$ cat src/hdl/bssd_pkg.sv
// Types and constants of the bank-switch / soft-switch decoder.
// No dependencies; used by the decode logic, the top level and the checker.
package bssd_pkg;

  localparam logic [1:0] OP_READ  = 2'd0;
  localparam logic [1:0] OP_WRITE = 2'd1;
  localparam logic [1:0] OP_KEY   = 2'd2;

  localparam logic [3:0] TGT_NONE   = 4'd0;
  localparam logic [3:0] TGT_MAIN   = 4'd1;
  localparam logic [3:0] TGT_AUX    = 4'd2;
  localparam logic [3:0] TGT_LCMAIN = 4'd3;
  localparam logic [3:0] TGT_LCAUX  = 4'd4;
  localparam logic [3:0] TGT_ROM    = 4'd5;
  localparam logic [3:0] TGT_PROM   = 4'd6;
  localparam logic [3:0] TGT_DISK   = 4'd7;
  localparam logic [3:0] TGT_REG    = 4'd8;

  localparam logic CFG_ENHANCED  = 1'b0;
  localparam logic CFG_DISK_PROM = 1'b1;

  // video switch bits
  localparam int unsigned VB_TEXT  = 0;
  localparam int unsigned VB_MIXED = 1;
  localparam int unsigned VB_PAGE2 = 2;
  localparam int unsigned VB_HIRES = 3;

  // aux switch bits
  localparam int unsigned XB_STORE80 = 0;
  localparam int unsigned XB_RAMRD   = 1;
  localparam int unsigned XB_RAMWRT  = 2;
  localparam int unsigned XB_INTCX   = 3;
  localparam int unsigned XB_ALTZP   = 4;
  localparam int unsigned XB_SLOTC3  = 5;
  localparam int unsigned XB_COL80   = 6;
  localparam int unsigned XB_ALTCHR  = 7;

  // language-card flag bits
  localparam int unsigned LB_READ  = 0;
  localparam int unsigned LB_WRITE = 1;
  localparam int unsigned LB_BANK2 = 2;
  localparam int unsigned LB_PRE   = 3;

  typedef struct packed {
    logic [1:0]  opcode;
    logic [15:0] address;
    logic [7:0]  write_data;
    logic [6:0]  key_code;
    logic        any_key_down;
    logic        in_vblank;
    logic        open_apple;
    logic        closed_apple;
  } in_item_t;

  typedef struct packed {
    logic [3:0]  target;
    logic [15:0] offset;
    logic        write_enable;
    logic [7:0]  reg_data;
    logic        speaker;
    logic        text_mode;
    logic        mixed_mode;
    logic        display_page2;
    logic        hires_mode;
    logic        col80_mode;
    logic        alt_charset;
    logic        double_hires;
  } out_item_t;

  typedef struct packed {
    logic enhanced_model;
    logic disk_prom_present;
  } bssd_cfg_t;

  typedef struct packed {
    logic [3:0] video;
    logic [7:0] aux;
    logic       ann3;
    logic       c8_rom_on;
    logic [3:0] lc;
    logic       speaker;
    logic [7:0] key_latch;
  } bssd_state_t;

  localparam bssd_state_t STATE_RESET = '{
    video:     4'b0001,
    aux:       8'h00,
    ann3:      1'b1,
    c8_rom_on: 1'b0,
    lc:        4'b0100,
    speaker:   1'b0,
    key_latch: 8'h00
  };

endpackage

$ cat src/hdl/bank_switch_soft_switch_decoder.sv
// Top level of the bank-switch / soft-switch decoder: input register, switch
// state, result register and configuration registers. Depends on bssd_pkg, bssd_decode.
//
// Takes one bus access or key event per transfer and returns one result per
// transfer. An item is registered on entry, decoded in a single pass against the
// switch state and registered at the output, so the block accepts one item every
// clock while the output is not stalled, and its result is presented from the
// result register. The input side stalls only while the input register holds an
// item and the result register is full and stalled. Configuration writes are
// registered and are meant for idle periods.
module bank_switch_soft_switch_decoder import bssd_pkg::*; (
  input  logic      clk,
  input  logic      rst_n,
  input  logic      in_valid,
  output logic      in_stall,
  input  in_item_t  in_item,
  output logic      out_valid,
  input  logic      out_stall,
  output out_item_t out_item,
  input  logic      cfg_we,
  input  logic      cfg_index,
  input  logic      cfg_wdata
);

  logic        in_v_r;
  in_item_t    in_r;
  logic        out_v_r;
  out_item_t   out_r;
  bssd_state_t st_r, st_nxt;
  bssd_cfg_t   cfg_r;
  out_item_t   res;
  logic        advance;

  bssd_decode u_decode (
    .item   (in_r),
    .st     (st_r),
    .cfg    (cfg_r),
    .st_nxt (st_nxt),
    .res    (res)
  );

  assign advance   = in_v_r & (~out_v_r | ~out_stall);
  assign in_stall  = in_v_r & out_v_r & out_stall;
  assign out_valid = out_v_r;
  assign out_item  = out_r;

  always_ff @(posedge clk) begin
    if (!rst_n) begin
      in_v_r  <= 1'b0;
      out_v_r <= 1'b0;
      st_r    <= STATE_RESET;
      cfg_r   <= '0;
    end else begin
      if (!in_stall) in_v_r <= in_valid;
      if (advance) begin
        out_v_r <= 1'b1;
        st_r    <= st_nxt;
      end else if (!out_stall) begin
        out_v_r <= 1'b0;
      end
      if (cfg_we) begin
        unique case (cfg_index)
          CFG_ENHANCED:  cfg_r.enhanced_model    <= cfg_wdata;
          CFG_DISK_PROM: cfg_r.disk_prom_present <= cfg_wdata;
          default:       cfg_r <= cfg_r;
        endcase
      end
    end
  end

  always_ff @(posedge clk) begin
    if (in_valid && !in_stall) in_r <= in_item;
    if (advance) out_r <= res;
  end

endmodule

$ cat src/hdl/bssd_decode.sv
// Combinational decode of one bus access or key event against the switch state.
// Depends on bssd_pkg.
module bssd_decode import bssd_pkg::*; (
  input  in_item_t    item,
  input  bssd_state_t st,
  input  bssd_cfg_t   cfg,
  output bssd_state_t st_nxt,
  output out_item_t   res
);

  function automatic logic [7:0] flag80(logic b);
    return {b, 7'h00};
  endfunction

  function automatic logic [3:0] lc_touch(logic [3:0] f, logic [3:0] n);
    logic [3:0] g;
    g = f;
    g[LB_BANK2] = ~n[3];
    g[LB_READ]  = (n[1:0] == 2'd0) || (n[1:0] == 2'd3);
    if (n[0]) begin
      if (f[LB_PRE]) g[LB_WRITE] = 1'b1;
      g[LB_PRE] = 1'b1;
    end else begin
      g[LB_WRITE] = 1'b0;
      g[LB_PRE]   = 1'b0;
    end
    return g;
  endfunction

  // speaker, video and annunciator switches hit by both reads and writes
  function automatic bssd_state_t common_sw(bssd_state_t s, logic [7:0] a);
    bssd_state_t t;
    t = s;
    case (a) inside
      8'h30:          t.speaker = ~s.speaker;
      [8'h50:8'h57]:  t.video[a[2:1]] = a[0];
      8'h5E:          t.ann3 = 1'b0;
      8'h5F:          t.ann3 = 1'b1;
      default:        t = s;
    endcase
    return t;
  endfunction

  logic [15:0] addr;
  logic [7:0]  a;
  logic        iie;
  logic        hi_c000, io_page, cx_page, zp_low, in_text, in_hires;
  logic        vid_aux, ram_aux_rd, ram_aux_wr, lc_aux, lc_bank_hit, c3;
  logic [3:0]  lc_tgt;
  logic [15:0] lc_off, rom_off;
  logic [3:0]  tgt;
  logic [15:0] off;
  logic        we;
  logic [7:0]  rdata;
  logic        col80;

  assign addr     = item.address;
  assign a        = addr[7:0];
  assign iie      = cfg.enhanced_model;
  assign hi_c000  = addr[15:14] == 2'b11;
  assign io_page  = addr[15:8] == 8'hC0;
  assign cx_page  = addr[15:12] == 4'hC;
  assign zp_low   = addr[15:9] == 7'd0;
  assign in_text  = addr[15:10] == 6'b000001;
  assign in_hires = addr[15:13] == 3'b001;
  assign c3       = addr[15:8] == 8'hC3;
  assign rom_off  = {2'b00, addr[13:0]};

  assign vid_aux = iie & st.aux[XB_STORE80] & (in_text | (st.video[VB_HIRES] & in_hires));
  assign ram_aux_rd = zp_low ? (iie & st.aux[XB_ALTZP]) :
                      vid_aux ? st.video[VB_PAGE2] : (iie & st.aux[XB_RAMRD]);
  assign ram_aux_wr = zp_low ? (iie & st.aux[XB_ALTZP]) :
                      vid_aux ? st.video[VB_PAGE2] : (iie & st.aux[XB_RAMWRT]);

  assign lc_aux      = iie & st.aux[XB_ALTZP];
  assign lc_bank_hit = (addr[15:12] == 4'hD) & st.lc[LB_BANK2];
  assign lc_tgt = lc_bank_hit ? (lc_aux ? TGT_LCAUX : TGT_LCMAIN) :
                                (lc_aux ? TGT_AUX : TGT_MAIN);
  assign lc_off = lc_bank_hit ? {4'h0, addr[11:0]} : addr;

  always_comb begin
    st_nxt = st;
    tgt    = TGT_NONE;
    off    = '0;
    we     = 1'b0;
    rdata  = '0;
    unique case (item.opcode)
      OP_READ: begin
        if (!hi_c000) begin
          tgt = ram_aux_rd ? TGT_AUX : TGT_MAIN;
          off = addr;
        end else if (io_page) begin
          tgt = TGT_REG;
          unique case (a) inside
            [8'hE0:8'hEF]: begin
              tgt = TGT_DISK;
              off = {8'h00, a};
            end
            [8'h80:8'h8F]: st_nxt.lc = lc_touch(st.lc, a[3:0]);
            8'h19: rdata = flag80(item.in_vblank);
            8'h61: rdata = flag80(item.open_apple);
            8'h62: rdata = flag80(item.closed_apple);
            8'h00: rdata = st.key_latch;
            8'h10: begin
              st_nxt.key_latch[7] = 1'b0;
              rdata = iie ? {item.any_key_down, st.key_latch[6:0]} : st.key_latch;
            end
            8'h11: rdata = flag80(st.lc[LB_BANK2]);
            8'h12: rdata = flag80(st.lc[LB_READ]);
            8'h13: rdata = flag80(st.aux[XB_RAMRD]);
            8'h14: rdata = flag80(st.aux[XB_RAMWRT]);
            8'h15: rdata = flag80(st.aux[XB_INTCX]);
            8'h16: rdata = flag80(st.aux[XB_ALTZP]);
            8'h17: rdata = flag80(st.aux[XB_SLOTC3]);
            8'h18: rdata = flag80(st.aux[XB_STORE80]);
            8'h1A: rdata = flag80(st.video[VB_TEXT]);
            8'h1B: rdata = flag80(st.video[VB_MIXED]);
            8'h1C: rdata = flag80(st.video[VB_PAGE2]);
            8'h1D: rdata = flag80(st.video[VB_HIRES]);
            8'h1E: rdata = flag80(st.aux[XB_ALTCHR]);
            8'h1F: rdata = flag80(st.aux[XB_COL80]);
            default: st_nxt = common_sw(st, a);
          endcase
        end else if (cx_page) begin
          tgt = TGT_REG;
          if (addr == 16'hCFFF) begin
            st_nxt.c8_rom_on = 1'b0;
            if (iie) begin
              tgt = TGT_ROM;
              off = rom_off;
            end
          end else if (iie && st.aux[XB_INTCX]) begin
            if (c3) st_nxt.c8_rom_on = 1'b1;
            tgt = TGT_ROM;
            off = rom_off;
          end else if (iie && c3 && !st.aux[XB_SLOTC3]) begin
            st_nxt.c8_rom_on = 1'b1;
            tgt = TGT_ROM;
            off = rom_off;
          end else if (addr[11]) begin
            if (iie && st.c8_rom_on) begin
              tgt = TGT_ROM;
              off = rom_off;
            end
          end else if (addr[11:8] == 4'h6 && cfg.disk_prom_present) begin
            tgt = TGT_PROM;
            off = {8'h00, a};
          end
        end else if (st.lc[LB_READ]) begin
          tgt = lc_tgt;
          off = lc_off;
        end else begin
          tgt = TGT_ROM;
          off = rom_off;
        end
      end
      OP_WRITE: begin
        if (!hi_c000) begin
          tgt = ram_aux_wr ? TGT_AUX : TGT_MAIN;
          off = addr;
          we  = 1'b1;
        end else if (io_page) begin
          unique case (a) inside
            [8'hE0:8'hEF]: begin
              tgt = TGT_DISK;
              off = {8'h00, a};
              we  = 1'b1;
            end
            [8'h80:8'h8F]: st_nxt.lc = lc_touch(st.lc, a[3:0]);
            [8'h00:8'h0F]: begin
              if (iie) st_nxt.aux[a[3:1]] = a[0];
            end
            8'h10:   st_nxt.key_latch[7] = 1'b0;
            default: st_nxt = common_sw(st, a);
          endcase
        end else if (cx_page) begin
          if (addr == 16'hCFFF) st_nxt.c8_rom_on = 1'b0;
        end else if (st.lc[LB_WRITE]) begin
          tgt = lc_tgt;
          off = lc_off;
          we  = 1'b1;
        end
      end
      OP_KEY: begin
        if (item.key_code != 7'd0) st_nxt.key_latch = {1'b1, item.key_code};
      end
      default: st_nxt = st;
    endcase
  end

  assign col80 = st_nxt.aux[XB_COL80];

  always_comb begin
    res.target        = tgt;
    res.offset        = off;
    res.write_enable  = we;
    res.reg_data      = (tgt == TGT_REG) ? rdata : 8'h00;
    res.speaker       = st_nxt.speaker;
    res.text_mode     = st_nxt.video[VB_TEXT];
    res.mixed_mode    = st_nxt.video[VB_MIXED];
    res.display_page2 = st_nxt.video[VB_PAGE2] & ~st_nxt.aux[XB_STORE80] & ~col80;
    res.hires_mode    = st_nxt.video[VB_HIRES];
    res.col80_mode    = col80;
    res.alt_charset   = st_nxt.aux[XB_ALTCHR];
    res.double_hires  = iie & ~st_nxt.ann3 & col80;
  end

endmodule

$ cat config.mk
export PLATFORM = sky130hd
export DESIGN_NAME = bank_switch_soft_switch_decoder
export DESIGN_NICKNAME = d
export VERILOG_FILES = /design/src/hdl/bssd_pkg.sv /design/src/hdl/bank_switch_soft_switch_decoder.sv /design/src/hdl/bssd_decode.sv
export SDC_FILE = /design/constraint.sdc
export NUM_CORES = 1
export LEC_CHECK = 0
export CORE_MARGIN = 5
export CORE_UTILIZATION = 50
export CTS_CLUSTER_DIAMETER = 100
export DETAILED_ROUTE_END_ITERATION = 16
export DONT_BUFFER_PORTS = 1
export PLACE_DENSITY = 0.7
export SYNTH_ARGS = -nofsm -noshare
export SYNTH_HDL_FRONTEND = slang
export SYNTH_SLANG_ARGS = --single-unit
$ cat constraint.sdc
create_clock -name clk -period 3.9 [get_ports clk]
set_input_delay 0.39 -clock clk [delete_from_list [all_inputs] [get_ports clk]]
set_output_delay 0.39 -clock clk [all_outputs]
set_load 0.005 [all_outputs]
==> After elaboration in Yosys (flattened, before gate mapping) <==
Index checks and enable logic that the tools add are counted.
{ "word_totals": {"register_bits": 97, "latchBits": 0, "ram_bits": 0, "rom_bits": 0, "input_bits": 44, "out_inout_bits": 39, "word_cells": 246, "n_memories": 0} }
{ "op_classes": {"addsub": 0, "multipliers": 0, "div": 0, "magnitude_cmp": 12, "eq_ne": 47, "n_shift": 0, "muxes": 97, "n_bitwise": 26, "n_reduce_logical": 32} }
{ "op_table": {"columns": ["cell", "count"], "rows": [
  ["16-bit two-way mux", 13],
  ["8-bit case mux with 19 select lines", 1],
  ["8-bit by 5-bit == test with 1-bit output, second input constant", 16],
  ["4-bit two-way mux", 21],
  ["27-bit two-way mux", 2],
  ["13-bit two-way mux", 4],
  ["8-bit two-way mux", 6],
  ["14-bit two-way mux", 3],
  ["19-bit case mux with 2 select lines", 1],
  ["1-bit two-way mux", 33],
  ["8-bit by 7-bit == test with 1-bit output, second input constant", 4],
  ["16-bit case mux with 2 select lines", 1],
  ["8-bit case mux with 3 select lines", 1],
  ["21-bit OR reduction", 1],
  ["2-bit by 1-bit inequality test with 1-bit output, second input constant", 9],
  ["16-bit == test, second input constant", 1],
  ["8-bit == test, second input constant", 2],
  ["8-bit greater-or-equal comparator, second input constant", 2],
  ["8-bit less-or-equal comparator, second input constant", 2],
  ["1-bit AND", 14],
  ["7-bit AND reduction", 2],
  ["4-bit == test, second input constant", 3],
  ["1-bit logical AND", 12],
  ["11-bit AND reduction", 1],
  ["39 further kinds", 59]
]} }

==> Longest topological paths before layout <==
{ "logic_depth": {"word_depth": 14, "depth_mapped": 9, "mapped_depth_nobuf": 8} }

==> By module <==
Synthesis repeated with hierarchy kept, for this count alone.
{ "unflattened": {"hier_cells": 498, "hier_area_um2": 5366.4} }
{ "by_module_without_submodules": {"columns": ["mod", "n_inst", "cells_per_inst", "area_each_um2", "seq_area_each_um2"], "rows": [
  ["bank_switch_soft_switch_decoder", 1, 207, 3372.0, 2842.7],
  ["bssd_decode", 1, 291, 1994.4, 0.0]
]} }

==> Least setup slack after synthesis <==
OpenSTA, ideal clock, no wires.
{ "synth_timing": {"kind": "register -> register", "start": "register in_r[20] in the netlist's numbering", "end": "register out_r, in the netlist out_item[6], data pin", "setup_ns": 0.255, "arrival_time_ns": 2.409, "t_required_ns": 3.645, "setup_slack_ns": 1.236, "stages_incl_launch_ff": 10, "n_path_buf": 1, "period_less_slack_ns": 2.664, "path_cell_list": "edfxtp_1 -> clkbuf_1 -> inv_1 -> ha_1 -> or4b_4 -> a211oi_4 -> or2_4 -> o21ai_0 -> a2bb2oi_1 -> a21bo_2"} }
{ "synth_lines": {"columns": ["item", "line", "source"], "rows": [
  ["from (decl)", "bank_switch_soft_switch_decoder.sv:26", "in_item_t in_r;"],
  ["from (signal assigned)", "bank_switch_soft_switch_decoder.sv:72", "if (in_valid && !in_stall) in_r <= in_item;"],
  ["to (signal assigned)", "bank_switch_soft_switch_decoder.sv:73", "if (advance) out_r <= res;"],
  ["to (decl)", "bank_switch_soft_switch_decoder.sv:28", "out_item_t out_r;"]
]} }

==> flow_metrics.tcl <==
set metrics [dict create \
    status "complete, no violations" \
    cts_hold_buf 0 \
    cts_setup_buffers 0 \
    fin_crit_sh_pct 78.8 \
    slowest_delay_ns 0.69 \
    ant_nets 0 \
    wl_met1_mm 5.14 \
    gp_congestion 0.928 \
    first_global_vias 3529 \
    finalSetupTns_ns 0 \
    swShare_pct 25.3 \
    die_x_um 109 \
    ys_async_sr_fraction_pct 0 \
    clkPwrFrac_pct 34.2 \
    critPathBufInv 1 \
    worstHoldEndpoint "st_r[11]" \
    drive_gt1_share_pct 11.0 \
    grt_antenna_before_repair 0 \
    dpl.hpwl_mm 8.36 \
    numCtsBuffers 9 \
    met3_length_um 855 \
    pre_cts_ws_ns 0.877 \
    p_leak_nw 1.76 \
    fp-row-count 36 \
    vias 3644 \
    syn2layout_area_growth_pct 6.78 \
    crit_family "compound AO/OA/AOI/OAI gates" \
    yosysTopAreaCellShare_pct 40.7 \
    worst_pin_slew_ns 1.02 \
    fin_ws_ns 0.826 \
    grt_max_degree 42 \
    layout_min_cycle_time_ns 3.07 \
    endpoint_kind "flip-flop" \
    via_per_inst 6.19 \
    grt_overflow 0 \
    ys_seq_area_share_pct 53.4 \
    fin_area_um2 5200 \
    final_hold_viol_count 0 \
    avgSynthCellArea_um2 10.7 \
    insertion_delay_ns 0.38 \
    rsz0062_at_grt "no" \
    rrSetupSlack_ns 0.83 \
    start_util_pct 50.6 \
    grt_pass1_wl_mm 18.5 \
    report.final.slew_viol_count 0 \
    top_layer "met4" \
    crit_chain "inv_1, ha_1, o21a_1, o32a_1, o21ai_1, nand3_4, a221o_1, mux2_2" \
    layout.nets 505 \
    htreeDepth 3 \
    first_pass_iters 5 \
    core_area_um2 9640 \
    synth_area_um2 4870 \
    cts.sinks 97 \
    relSlewSlack_pct 31.1 \
    dieArea_um2 11800 \
    cp_max_fo 13 \
    combPwrFrac_pct 6.8 \
    slowest_stage "edfxtp_1" \
    cts_tree "yes" \
    fmax_mhz 325 \
    diodes 0 \
    seq_power_share_pct 59.1 \
    start_kind "flip-flop" \
    wl_met2_mm 5.24 \
    ys_types 78 \
    syn_nets 511 \
    cts-resized-gates 0 \
    wl_mm 11.7 \
    timing.rr.end "out_item[7]" \
    power_mw 2.00 \
    hold_start "rst_n" \
    yosys.area.top_type "edfxtp_1" \
    min_path_type "in2reg" \
    drc 0 \
    min_path_cells 1 \
    cts_buffer_depth 2 \
    synth_commonest_cells "edfxtp_1, nand2_1, dfxtp_1, a21oi_1, nor2_1" \
    ys.flop_type "edfxtp_1" \
    worst_clock_skew_ns 0.0121 \
    seq_area_um2 2600 \
    ir_drop_mv 0.276 \
    post_drt_wl_per_cell_um 19.8 \
    synth_most_common_cell "edfxtp_1" \
    syn_inst 457 \
    clk_pin_slew_ns 0.10 \
    die_h_um 109 \
    cp.required_ns 4.04 \
    critPathKind "reg2reg" \
    timing.rr.start "in_r[20]" \
    setup_viol_count_final 0 \
    critPathArrivalTime_ns 3.21 \
    power_switching_mw 0.508 \
    synth_area_leaders "edfxtp_1, dfxtp_1, a21oi_1, and2_1, nand2_1" \
    p_per_area_nw_per_um2 385 \
    track_usage_pct 20.6 \
    fillers 866 \
    clockRootBuffer "clkbuf_8" \
    num_io_pins 83 \
    synth_warnings 0 \
    multiInputGateArea_um2 2100 \
    power.internal_mw 1.50 \
    worstRegToRegCells 8 \
    dpl_cell_area_um2 4990 \
    synth_seq_cells 97 \
    io_buffers 0 \
    drtIter0Drc 257 \
    synth-edff-count 66 \
    cap_violations 0 \
]
[placed cells by master, fill, tap and decap left out, types with 3 or more instances in the layout]
master | Yosys | layout
and2_1 | 23 | 23
a211oi_1 | 7 | 7
o2bb2ai_1 | 4 | 4
edfxtp_1 | 66 | 66
a22o_1 | 5 | 5
a21o_1 | 3 | 3
nand2_1 | 38 | 38
nand4_1 | 11 | 11
nor3_1 | 10 | 10
a31oi_1 | 3 | 3
and3_1 | 4 | 4
inv_8 | 0 | 3
inv_1 | 16 | 16
nor2_1 | 29 | 29
nor4b_1 | 3 | 3
a221oi_1 | 3 | 3
mux2i_1 | 9 | 9
a21oi_1 | 30 | 30
o21ai_0 | 25 | 25
ha_1 | 10 | 10
nor2b_1 | 7 | 6
o21a_1 | 4 | 4
nand3_1 | 23 | 23
dfxtp_1 | 31 | 31
mux2_2 | 4 | 4
nor4_1 | 3 | 3
buf_4 | 0 | 8
clkbuf_8 | 0 | 9
[cell families (layout without fill, tap and decap cells)]
kind of cell	count (synthesis)	after routing	synth area share, %
and+or+nand+nor	175	175	20.2
AOI/OAI and AO/OA	119	119	17.4
DFF	97	97	53.4
buffers and inverters	43	42	3.65
muxes	13	13	2.77
adders and majority gates	10	10	2.57
[final cells by class]
cell class	count	share of cell area (%)
clock inverters	7	1.68
clock buffers	9	2.38
flip-flops and latches	97	50.0
well taps	133	3.20
inverters	18	1.30
multi-input cells	317	40.3
repair buffers	8	1.15
[worst max-delay path by stage]
| stage | startpoint | end | slack [ns] | depth (start not counted) |
|---|---|---|---|---|
| floorplan | in_r[20] | out_item[6] | 1.24 | 9 |
| global placement | in_r[20] | out_item[7] | 0.92 | 7 |
| detailed placement | in_r[20] | out_item[7] | 0.88 | 8 |
| CTS | in_r[20] | out_item[7] | 0.86 | 8 |
| global route | in_r[20] | out_item[0] | 0.67 | 8 |
| finish | in_r[20] | out_item[7] | 0.83 | 8 |
[state kept, by name (all words and copies together) (netlist names)]
register and count:
out_item 37, in_r 29, st_r 27, cfg_r 2, in_v_r 1, out_valid 1
[metal layers]
layer,global-route usage (%),up-vias
li1,-,1713
met1,28.0,1709
met5,0,-
met4,10.2,0
met3,4.50,36
met2,31.0,186
[power groups by stage]
stage	Sequential (mW)	Clock, mW	Combinational [mW]
5_1_grt	1.19	0.754	0.149
4_1_cts	1.18	0.707	0.135
3_5_place_dp	1.21	0	0.134
2_1_floorplan	1.19	0	0.112
3_3_place_gp	1.21	0	0.132
6_report	1.18	0.685	0.135
[stage by stage]
step           hold WS (ns)  std cells  utilization (%)
2_1_floorplan         0.427        457                -
3_3_place_gp          0.434        573             51.8
3_5_place_dp          0.444        573             51.8
4_1_cts              0.0675        589             54.0
5_1_grt              0.0764        589             54.0
6_report             0.0823        589             54.0
(Power assumes the default switching activity.)
